### config.mk
export PLATFORM = sky130hd
export DESIGN_NAME = positional_insert_erase_array_flat
export DESIGN_NICKNAME = d
export VERILOG_FILES = /design/src/rtl/pia_pkg.sv /design/src/rtl/pia_if.sv /design/src/rtl/pia_cell.sv /design/src/rtl/positional_insert_erase_array.sv /design/src/flat_wrapper.sv
export SDC_FILE = /design/constraint.sdc
export NUM_CORES = 1
export LEC_CHECK = 0
export ABC_AREA = 1
export BUFFER_PORTS_ARGS = -buffer_cell sky130_fd_sc_hd__buf_2
export CAP_MARGIN = 20
export CORE_MARGIN = 5
export CORE_UTILIZATION = 30
export DETAILED_ROUTE_END_ITERATION = 8
export PLACE_DENSITY_LB_ADDON = 0.25
export SLEW_MARGIN = 20
export SYNTH_ARGS = -nofsm -noshare
export SYNTH_HDL_FRONTEND = slang
export SYNTH_SLANG_ARGS = --single-unit
### constraint.sdc
create_clock -name i_clk -period 7.5 [get_ports i_clk]
set_input_delay 1.5 -clock i_clk [delete_from_list [all_inputs] [get_ports i_clk]]
set_output_delay 1.5 -clock i_clk [all_outputs]
set_load 0.005 [all_outputs]
### src/rtl/pia_pkg.sv
package pia_pkg;

    localparam int CAPACITY   = 16;
    localparam int ITEM_WIDTH = 32;

    localparam int FUNC_W  = 3;
    localparam int POS_W   = 5;
    localparam int WORD_W  = 32;
    localparam int STAT_W  = 2;
    localparam int CNT_W   = 5;
    localparam int IDX_W   = (CAPACITY > 1) ? $clog2(CAPACITY) : 1;
    localparam int CMP_W   = (IDX_W + 1 > POS_W) ? IDX_W + 1 : POS_W;

    typedef logic [ITEM_WIDTH-1:0] t_item;

    typedef enum logic [FUNC_W-1:0] {
        FN_READ   = 3'd0,
        FN_INSERT = 3'd1,
        FN_ERASE  = 3'd2,
        FN_CLEAR  = 3'd3,
        FN_PUSH   = 3'd4,
        FN_POP    = 3'd5
    } t_func;

    typedef enum logic [STAT_W-1:0] {
        ST_OK    = 2'd0,
        ST_RANGE = 2'd1,
        ST_FULL  = 2'd2
    } t_status;

    typedef struct packed {
        logic load;
        logic shift_up;
        logic shift_down;
    } t_cell_ctl;

endpackage

### src/rtl/pia_if.sv
interface pia_req_if;
    import pia_pkg::*;

    logic              valid;
    logic              ready;
    logic [FUNC_W-1:0] func;
    logic [POS_W-1:0]  position;
    logic [WORD_W-1:0] item_value;

    modport source (output valid, output func, output position, output item_value,
                    input ready);
    modport sink   (input valid, input func, input position, input item_value,
                    output ready);
endinterface

interface pia_rsp_if;
    import pia_pkg::*;

    logic              valid;
    logic              ready;
    logic [STAT_W-1:0] status;
    logic [WORD_W-1:0] read_value;
    logic [CNT_W-1:0]  count;

    modport source (output valid, output status, output read_value, output count,
                    input ready);
    modport sink   (input valid, input status, input read_value, input count,
                    output ready);
endinterface

### src/rtl/pia_cell.sv
module pia_cell (
    input  logic                i_clk,
    input  pia_pkg::t_cell_ctl  i_ctl,
    input  pia_pkg::t_item      i_left,
    input  pia_pkg::t_item      i_right,
    input  pia_pkg::t_item      i_word,
    output pia_pkg::t_item      o_value
);
    import pia_pkg::*;

    t_item r_value;
    t_item n_value;

    always_comb begin
        n_value = r_value;
        if (i_ctl.load) begin
            n_value = i_word;
        end else if (i_ctl.shift_up) begin
            n_value = i_left;
        end else if (i_ctl.shift_down) begin
            n_value = i_right;
        end
    end

    always_ff @(posedge i_clk) begin
        r_value <= n_value;
    end

    assign o_value = r_value;

endmodule

### src/rtl/positional_insert_erase_array.sv
// A registered result appears in the cycle after its request beat is accepted.
// Throughput: one request per cycle, stalled while a result waits untaken;
// every cell shifts, loads or holds in the same cycle; output frees when taken.
// Reset: synchronous active-low reset empties the array and drops the output
// valid; stored words are not cleared and stay unreachable until rewritten.
module positional_insert_erase_array (
    input  logic  i_clk,
    input  logic  i_rst_n,
    pia_req_if.sink   i_req,
    pia_rsp_if.source o_rsp
);
    import pia_pkg::*;

    logic [CNT_W-1:0]  r_count;
    logic [CNT_W-1:0]  n_count;
    logic              r_out_valid;
    t_status           r_status;
    t_status           n_status;
    logic [WORD_W-1:0] r_read_value;
    logic [WORD_W-1:0] n_read_value;

    logic              w_accept;
    logic              w_do_ins;
    logic              w_do_ers;
    logic [CMP_W-1:0]  w_pos;
    logic [CMP_W-1:0]  w_ins_pos;
    logic [CMP_W-1:0]  w_cnt;
    t_item             w_word;
    t_item             w_cell_value [CAPACITY];
    t_cell_ctl         w_cell_ctl   [CAPACITY];

    assign i_req.ready = !r_out_valid || o_rsp.ready;
    assign w_accept    = i_req.valid && i_req.ready;
    assign w_pos       = CMP_W'(i_req.position);
    assign w_cnt       = CMP_W'(r_count);
    assign w_word      = ITEM_WIDTH'(i_req.item_value);

    always_comb begin
        n_count      = r_count;
        n_status     = ST_RANGE;
        n_read_value = '0;
        w_do_ins     = 1'b0;
        w_do_ers     = 1'b0;
        w_ins_pos    = w_pos;
        case (t_func'(i_req.func))
            FN_READ: begin
                if (w_pos < w_cnt) begin
                    n_status     = ST_OK;
                    n_read_value = WORD_W'(w_cell_value[w_pos[IDX_W-1:0]]);
                end
            end
            FN_INSERT, FN_PUSH: begin
                if (t_func'(i_req.func) == FN_PUSH) begin
                    w_ins_pos = w_cnt;
                end
                if (w_ins_pos > w_cnt) begin
                    n_status = ST_RANGE;
                end else if (w_cnt == CMP_W'(CAPACITY)) begin
                    n_status = ST_FULL;
                end else begin
                    n_status = ST_OK;
                    w_do_ins = w_accept;
                    n_count  = r_count + CNT_W'(1);
                end
            end
            FN_ERASE: begin
                if (w_pos < w_cnt) begin
                    n_status = ST_OK;
                    w_do_ers = w_accept;
                    n_count  = r_count - CNT_W'(1);
                end
            end
            FN_CLEAR: begin
                n_status = ST_OK;
                n_count  = '0;
            end
            FN_POP: begin
                if (r_count != '0) begin
                    n_status = ST_OK;
                    n_count  = r_count - CNT_W'(1);
                end
            end
            default: begin
                n_status = ST_RANGE;
            end
        endcase
    end

    for (genvar g = 0; g < CAPACITY; g++) begin : g_cell
        t_item w_left;
        t_item w_right;

        if (g == 0) begin : g_first
            assign w_left = w_word;
        end else begin : g_inner_l
            assign w_left = w_cell_value[g-1];
        end

        if (g == CAPACITY - 1) begin : g_last
            assign w_right = w_cell_value[g];
        end else begin : g_inner_r
            assign w_right = w_cell_value[g+1];
        end

        assign w_cell_ctl[g].load       = w_do_ins && (CMP_W'(g) == w_ins_pos);
        assign w_cell_ctl[g].shift_up   = w_do_ins && (CMP_W'(g) > w_ins_pos);
        assign w_cell_ctl[g].shift_down = w_do_ers && (CMP_W'(g) >= w_pos);

        pia_cell u_cell (
            .i_clk   (i_clk),
            .i_ctl   (w_cell_ctl[g]),
            .i_left  (w_left),
            .i_right (w_right),
            .i_word  (w_word),
            .o_value (w_cell_value[g])
        );
    end

    always_ff @(posedge i_clk) begin
        if (!i_rst_n) begin
            r_count     <= '0;
            r_out_valid <= 1'b0;
        end else begin
            if (w_accept) begin
                r_count     <= n_count;
                r_out_valid <= 1'b1;
            end else if (o_rsp.ready) begin
                r_out_valid <= 1'b0;
            end
        end
    end

    always_ff @(posedge i_clk) begin
        if (w_accept) begin
            r_status     <= n_status;
            r_read_value <= n_read_value;
        end
    end

    assign o_rsp.valid      = r_out_valid;
    assign o_rsp.status     = r_status;
    assign o_rsp.read_value = r_read_value;
    assign o_rsp.count      = r_count;

`ifndef ASSERT_OFF
    a_count_bound: assert property (@(posedge i_clk) disable iff (!i_rst_n)
        CMP_W'(r_count) <= CMP_W'(CAPACITY))
        else $error("Entry count exceeds capacity.");

    a_full_count: assert property (@(posedge i_clk) disable iff (!i_rst_n)
        (r_out_valid && r_status == ST_FULL) |-> (CMP_W'(r_count) == CMP_W'(CAPACITY)))
        else $error("Full status reported while the array is not full.");

    a_read_zero: assert property (@(posedge i_clk) disable iff (!i_rst_n)
        (r_out_valid && r_status != ST_OK) |-> (r_read_value == '0))
        else $error("Nonzero read value on a refused request.");

    a_accept_valid: assert property (@(posedge i_clk) disable iff (!i_rst_n)
        w_accept |=> r_out_valid)
        else $error("Accepted request beat produced no result beat.");

    a_count_hold: assert property (@(posedge i_clk) disable iff (!i_rst_n)
        !w_accept |=> $stable(r_count))
        else $error("Entry count changed without an accepted request.");
`endif

endmodule
### src/flat_wrapper.sv
// flat-port wrapper written by rule: the top's interface ports become plain ports
module positional_insert_erase_array_flat import pia_pkg::*;
  (i_clk, i_rst_n, i_req_valid, i_req_func, i_req_position, i_req_item_value, i_req_ready, o_rsp_valid, o_rsp_status, o_rsp_read_value, o_rsp_count, o_rsp_ready);
  pia_req_if i_req_i ();
  pia_rsp_if o_rsp_i ();
  input  logic i_clk;
  input  logic i_rst_n;
  input wire logic [$bits(i_req_i.valid)-1:0] i_req_valid;
  input wire logic [$bits(i_req_i.func)-1:0] i_req_func;
  input wire logic [$bits(i_req_i.position)-1:0] i_req_position;
  input wire logic [$bits(i_req_i.item_value)-1:0] i_req_item_value;
  output wire logic [$bits(i_req_i.ready)-1:0] i_req_ready;
  output wire logic [$bits(o_rsp_i.valid)-1:0] o_rsp_valid;
  output wire logic [$bits(o_rsp_i.status)-1:0] o_rsp_status;
  output wire logic [$bits(o_rsp_i.read_value)-1:0] o_rsp_read_value;
  output wire logic [$bits(o_rsp_i.count)-1:0] o_rsp_count;
  input wire logic [$bits(o_rsp_i.ready)-1:0] o_rsp_ready;
  assign i_req_i.valid = i_req_valid;
  assign i_req_i.func = i_req_func;
  assign i_req_i.position = i_req_position;
  assign i_req_i.item_value = i_req_item_value;
  assign i_req_ready = i_req_i.ready;
  assign o_rsp_valid = o_rsp_i.valid;
  assign o_rsp_status = o_rsp_i.status;
  assign o_rsp_read_value = o_rsp_i.read_value;
  assign o_rsp_count = o_rsp_i.count;
  assign o_rsp_i.ready = o_rsp_ready;
  positional_insert_erase_array u_core (.i_clk(i_clk), .i_rst_n(i_rst_n), .i_req(i_req_i), .o_rsp(o_rsp_i));
endmodule
==> results of run 1 <==
## where the power goes
group / internal [mW] / switching [mW] / leakage (nW)
combinational: 0.193 / 0.650 / 9.92
clock: 1.85 / 1.41 / 1.01
sequential: 3.46 / 0.0292 / 5.01
total: 5.50 / 2.09 / 15.9
## worst reg2reg max path, stage by stage (launching register included)
cell and delay [ns]:
dfxtp_1 0.39, inv_1 0.19, nand3_1 0.11, nand2_1 0.10, buf_4 0.25, ha_1 0.20, inv_1 0.04, nand2_1 0.06
nand3_1 0.11, nand2_1 0.13, nand2_2 0.42, inv_6 0.42, buf_4 0.78, nand3_4 0.13, nand3_2 0.43, buf_4 0.50
## Yosys cell counts, types with 2 or more instances
master	number	area share
o21ai_0	301	0.045
nand3_1	712	0.11
buf_2	110	0.016
inv_1	507	0.057
nor2_4	2	0.00067
a31oi_1	8	0.0015
nor3_2	2	0.00060
edfxtp_1	546	0.49
clkbuf_1	200	0.022
o211ai_1	58	0.013
buf_4	4	0.00089
o221ai_1	26	0.0068
nand2_2	9	0.0017
o21bai_1	4	0.00089
nand2_1	1483	0.17
nor2_2	8	0.0015
nand4_1	14	0.0026
nor2_1	116	0.013
nor3_1	2	0.00030
dfxtp_1	6	0.0036
o22ai_1	58	0.011
buf_1	13	0.0015
o2111ai_1	39	0.010
a22oi_1	6	0.0013
o21ai_1	89	0.013
inv_2	8	0.00089
nand3_2	3	0.00089
a21oi_1	44	0.0066
ha_1	12	0.0045
## routing by layer
metal / vias up / routed length [microns]
li1: 14525 / -
met1: 15396 / 59900
met2: 1824 / 67000
met3: 386 / 13700
met4: 6 / 7460
met5: - / 32
## stage by stage
step / setup WS [ns] / instances / power (mW)
2_1_floorplan: 1.66 / 4401 / 4.03
4_1_cts: 1.68 / 5852 / 7.62
5_1_grt: 1.27 / 5852 / 7.81
6_report: 1.58 / 5853 / 7.59
3_3_place_gp: 1.06 / 5731 / 4.37
3_5_place_dp: 1.01 / 5733 / 4.37
## sequential cells by signal (all words and copies together), names as in the netlist
name,flops
u_core.g_cell.u_cell.o_value,512
u_core.o_rsp.valid,1
u_core.o_rsp.read_value,32
u_core.o_rsp.status,2
u_core.o_rsp.count,5
## worst min-delay path by stage
stage,from,endpoint,depth (start not counted)
4_1_cts,u_core.o_rsp.valid,u_core.o_rsp.valid,2
3_3_place_gp,u_core.o_rsp.valid,u_core.o_rsp.valid,2
3_5_place_dp,u_core.o_rsp.valid,u_core.o_rsp.valid,2
5_1_grt,u_core.o_rsp.valid,u_core.o_rsp.valid,2
2_1_floorplan,u_core.o_rsp.count[2],u_core.o_rsp.count[2],2
6_report,u_core.o_rsp.valid,u_core.o_rsp.valid,2
## logic make-up after synthesis
group,Yosys count,share of synthesized area
AO/OA/AOI/OAI,637,0.110
adder cells (fa/ha/maj),13,0.00506
AND/OR/NAND/NOR,2354,0.294
flip-flops,552,0.491
XOR/XNOR,1,0.000261
buffers and inverters,844,0.0990
## final cells by class
type / count / area, sq um
antenna: 1 / 2.50
fill: 11737 / 73300
multi-input combinational: 3005 / 14100
inverter: 516 / 1940
tap: 1488 / 1860
timing repair buffer: 172 / 1170
clock inverter: 18 / 165
clock buffer: 101 / 1930
sequential: 552 / 16500
==> flow_summary.yaml, run 1 <==
place:
  dpl.hpwl_mm: 85.2
  placement.cell_area_sq_um: 35600
  port_buffers: 84
  gp_congestion: 0.862
clocking:
  cts_buffers: 69
  cts_resized: 0
  cts_tree: "yes"
  cts_buffer_depth: 3
  h-tree-depth: 3
  cts_sinks: 552
  post_cts_buffers: 0
  postCtsHoldBufs: 0
  worstSkewPairLatency_ns: 0.64
  root_buffer: "clkbuf_16"
  path_clk_slew_ns: 0.06
layout:
  postLayoutCellArea_sq_um: 37700
  fin_nets: 4373
  layout_commonest_cell: "nand2_1"
  mostFrequentLayoutCells: "nand2_1, nand3_1, edfxtp_1, inv_1, o21ai_0"
  drive_gt1_frac: 0.0768
  synthToLayoutAreaGrowth_pct: 12.0
  fin_util: 0.339
global_routing:
  overflow: 0
  grtUsageMet1: 0.319
  grt_max_degree: 90
  grt_pass1_vias: 30565
  use_met2: 0.392
  grt_pass1_wl_mm: 212
  top_usage_layer: "met2"
  grt_util_met3: 0.0373
  antenna_found_initial: 5
  grt_use_total: 0.242
timing:
  whs_ns: 0.519
  hold_viol_final: 0
  fin_tns_setup_ns: 0
  setup_violations: 0
  min_period_ns: 5.92
  fmax_ghz: 0.169
  rsz0062_at_grt: "false"
  relSlewSlack: 0.214
  clock_skew_ns: 0.0280
  worst_pin_slew_ns: 1.18
  fin_crit_sh: 0.789
  drv_slew: 0
synthesis:
  synth-seq-area-share: 0.491
  synth_ff_type: "edfxtp_1"
  synth_edf_count: 546
  ys_warn_count: 0
  synth_nets: 4458
  synthCells: 4401
  synth_cell_types: 40
  synth-seq-cells: 552
  synthArstFlopShare: 0
  syn_area_per_cell_sq_um: 7.64
  syn_area_sq_um: 33600
routing:
  avgViaCountPerCell: 5.49
  post_drt_wl_per_cell_microns: 25.3
  num_vias: 32137
  firstDrtPassIters: 6
  drtAntennaViolNets: 0
  drc: 0
  drt_iter0_markers: 4422
  wl_mm: 148
floorplanning:
  ios: 85
  core-area_sq_um: 111000
  start_util: 0.303
  die_x_microns: 345
  rows: 122
  die-area_sq_um: 119000
  die_y_microns: 345
critical_path:
  max_stage_delay_ns: 0.77
  path_cells: "buf_2 -> nor2_2 -> nand2_1 -> nand2_1 -> nand2_4 -> ha_1 -> nand2_1 -> nor2_1 -> nand2_1 -> nand2_1 -> nand2_2 -> inv_6 -> buf_4 -> nand3_4 -> nand3_2 -> buf_4"
  cp.depth: 16
  reg2reg_slack_ns: 2.84
  path_max_fanout: 66
  crit_buf_inv: 4
  crit_start: "i_req_func[1]"
  startpoint_type: "primary input"
  crit_arrival_ns: 6.18
  slowest_stage: "buf_4"
  rr_worst_depth: 15
  cp.required_ns: 7.76
  path_delay_family: "simple AND/OR/NAND/NOR gates"
  crit_type: "in -> reg"
  r2r-start: "u_core.o_rsp.count[0]"
  worstReg2RegEnd: "u_core.g_cell[6].u_cell.o_value[23]"
  cp-endpoint: "u_core.g_cell[6].u_cell.o_value[23]"
  cpMostUsedCell: "nand2_1"
  worst_setup_path_end_kind: "flip-flop"
worst_hold_path:
  hold_path_class: "reg -> reg"
power:
  leakage_nw: 15.9
  peakVddDrop_mv: 0.153
  power.density_nw_per_um2: 202
job:
  maxCapViolCount: 0
run_status:
  outcome: "completed"
No activity file was read; power rests on OpenSTA's default activity.
==> run 2: changes to the inputs <==
Settings changed: ABC_AREA 1 to 0.
Clock period 7.5 ns to 5.2 ns, I/O delays scaled along.
==> run 2 against run 1 <==
  * First-iteration DRC count decreased by 39%
  * Worst setup slack got worse by 0.73 ns
  * Power increased by 37%
  * Utilization increased by 0.51 points
  * Critical path depth decreased by 2
  * Sequential cell count unchanged
  * Non-clock buffer count increased by 15
  * Count of clock-buffer cells in the layout decreased by 36
  * Sequential share of layout area increased by 1.8 points
  * Via count decreased by 28%
==> flow_summary.yaml, run 2 <==
clocking:
  root_buffer: "clkbuf_16"
  postCtsHoldBufs: 0
  cts_sinks: 552
  h-tree-depth: 2
  cts_resized: 0
  path_clk_slew_ns: 0.06
  cts_buffers: 61
  cts_tree: "yes"
  post_cts_buffers: 0
  worstSkewPairLatency_ns: 0.66
  cts_buffer_depth: 3
run_status:
  outcome: "completed"
routing:
  avgViaCountPerCell: 5.67
  firstDrtPassIters: 5
  drt_iter0_markers: 2713
  wl_mm: 115
  num_vias: 23105
  drc: 0
  post_drt_wl_per_cell_microns: 28.1
  drtAntennaViolNets: 0
timing:
  fin_crit_sh: 0.837
  fmax_ghz: 0.230
  hold_viol_final: 0
  relSlewSlack: 0.255
  min_period_ns: 4.35
  clock_skew_ns: 0.0299
  setup_slack_ns: 0.849
  rsz0062_at_grt: "false"
  worst_pin_slew_ns: 1.10
  whs_ns: 0.571
  drv_slew: 0
  setup_violations: 0
layout:
  fin_nets: 2691
  postLayoutCellArea_sq_um: 36200
  drive_gt1_frac: 0.205
  fin_util: 0.344
  largest_register_ffs: 512
  synthToLayoutAreaGrowth_pct: 14.1
  fill_cells: 10328
  mostFrequentLayoutCells: "edfxtp_1, mux2i_1, nand2_1, a21oi_1, nor2_1"
  layout_commonest_cell: "edfxtp_1"
critical_path:
  startpoint_type: "primary input"
  crit_type: "in -> reg"
  crit_start: "i_req_func[1]"
  crit_arrival_ns: 4.71
  path_max_fanout: 69
  worst_setup_path_end_kind: "flip-flop"
  r2r-start: "u_core.o_rsp.count[3]"
  cp.required_ns: 5.56
synthesis:
  yosysTopAreaCell: "edfxtp_1"
  synth_top_area_share: 0.517
  synth_cell_types: 65
  synth_nets: 2685
  synth-seq-area-share: 0.520
  synthArstFlopShare: 0
  synthCells: 2628
  yosysMostFrequentCell: "edfxtp_1"
  synth.area.top_cells: "edfxtp_1, mux4_2, mux2i_1"
  syn_area_sq_um: 31700
  synth_edf_count: 546
  synth-seq-cells: 552
  synth_ff_type: "edfxtp_1"
  syn_area_per_cell_sq_um: 12.1
  synth_commonest_cells: "edfxtp_1, mux2i_1, nand2_1, a21oi_1, nor2_1"
  ys_warn_count: 0
place:
  placement.cell_area_sq_um: 34200
  dpl.hpwl_mm: 68.7
  gp_congestion: 0.805
  pre_cts_ws_ns: 0.270
  port_buffers: 84
global_routing:
  use_met2: 0.328
  grt_pass1_wl_mm: 165
  overflow: 0
  grtUsageMet1: 0.256
  top_usage_layer: "met2"
  grt_max_degree: 75
  antenna_found_initial: 11
  grt_pass1_vias: 22959
  grt_use_total: 0.197
  grt_util_met3: 0.0383
power:
  peakVddDrop_mv: 0.286
  leakage_nw: 12.8
  power.density_nw_per_um2: 287
floorplanning:
  start_util: 0.302
  die_y_microns: 335
  rows: 119
  die-area_sq_um: 112000
  core-area_sq_um: 105000
  die_x_microns: 335
  ios: 85
job:
  maxCapViolCount: 0
worst_hold_path:
  hold_path_class: "reg -> reg"
  min_from: "u_core.g_cell[0].u_cell.o_value[31]"
## run 2: cell types whose count changed in the layout (fill, tap and decap cells not counted), moves of 81 or more
cell	before	now
a21oi_1	43	281
nand2_1	1468	283
o21ai_0	299	163
nor2_1	109	242
mux4_2	0	160
o21ai_1	89	8
nand3_1	703	6
inv_1	503	13
mux2i_1	0	313
## run 2: layer usage
layer	part of all wire	vias up
met3	0.077	228
met4	0.038	4
met2	0.47	1179
met1	0.41	11646
met5	0.00020	-
li1	-	10048
## run 2: power breakdown
| group | total [mW] | switching [mW] | internal, mW | leakage, nW |
|---|---|---|---|---|
| Clock | 4.53 | 1.92 | 2.61 | 1.01 |
| Sequential | 4.98 | 0.0494 | 4.93 | 5.01 |
| Combinational | 0.879 | 0.540 | 0.339 | 6.81 |
## run 2: worst max-delay path, cell delays in order
cell	delay, ns
buf_2	0.11
or3b_1	0.54
buf_4	0.28
mux2_2	0.26
inv_1	0.05
ha_1	0.16
nand2b_1	0.13
a211oi_1	0.48
o2bb2ai_1	0.16
buf_4	0.23
nand2_4	0.09
buf_4	0.73
mux2i_1	0.26
o21ai_0	0.10
## run 2: through the flow
step	power (mW)	std cells	setup TNS, ns
3_5_place_dp	5.95	3962	0
3_3_place_gp	5.94	3962	0
6_report	10.4	4078	0
4_1_cts	10.5	4075	0
2_1_floorplan	5.60	2628	-5.89
5_1_grt	10.7	4075	0
## run 2: worst paths after layout
kind	to	slack (ns)	depth (start not counted)
worst max register to register	u_core.g_cell[1].u_cell.o_value[29]	1.19	9
worst min register to register	u_core.g_cell[1].u_cell.o_value[31]	0.57	1
worst max-delay path	u_core.g_cell[4].u_cell.o_value[14]	0.85	14
worst min-delay path	u_core.g_cell[1].u_cell.o_value[31]	0.57	1
## run 2: kinds of logic after synthesis
| group | after synthesis | share of synthesized area |
|---|---|---|
| AOI/OAI and AO/OA | 581 | 0.104 |
| xor gates and xnor gates | 4 | 0.00110 |
| adders and majority gates | 13 | 0.00536 |
| buffers and inverters | 260 | 0.0380 |
| DFF | 552 | 0.520 |
| muxes | 543 | 0.237 |
| and+or+nand+nor | 675 | 0.0939 |
## run 2: cell type report
cell class	count	area, sq um	area share
antenna	3	7.51	0.000207
clock buffer	65	1560	0.0432
clock inverter	48	475	0.0131
inverter	16	61.3	0.00169
multi-input combinational	1816	14300	0.394
sequential	552	16500	0.456
tap	1391	1740	0.0481
timing repair buffer	187	1570	0.0435
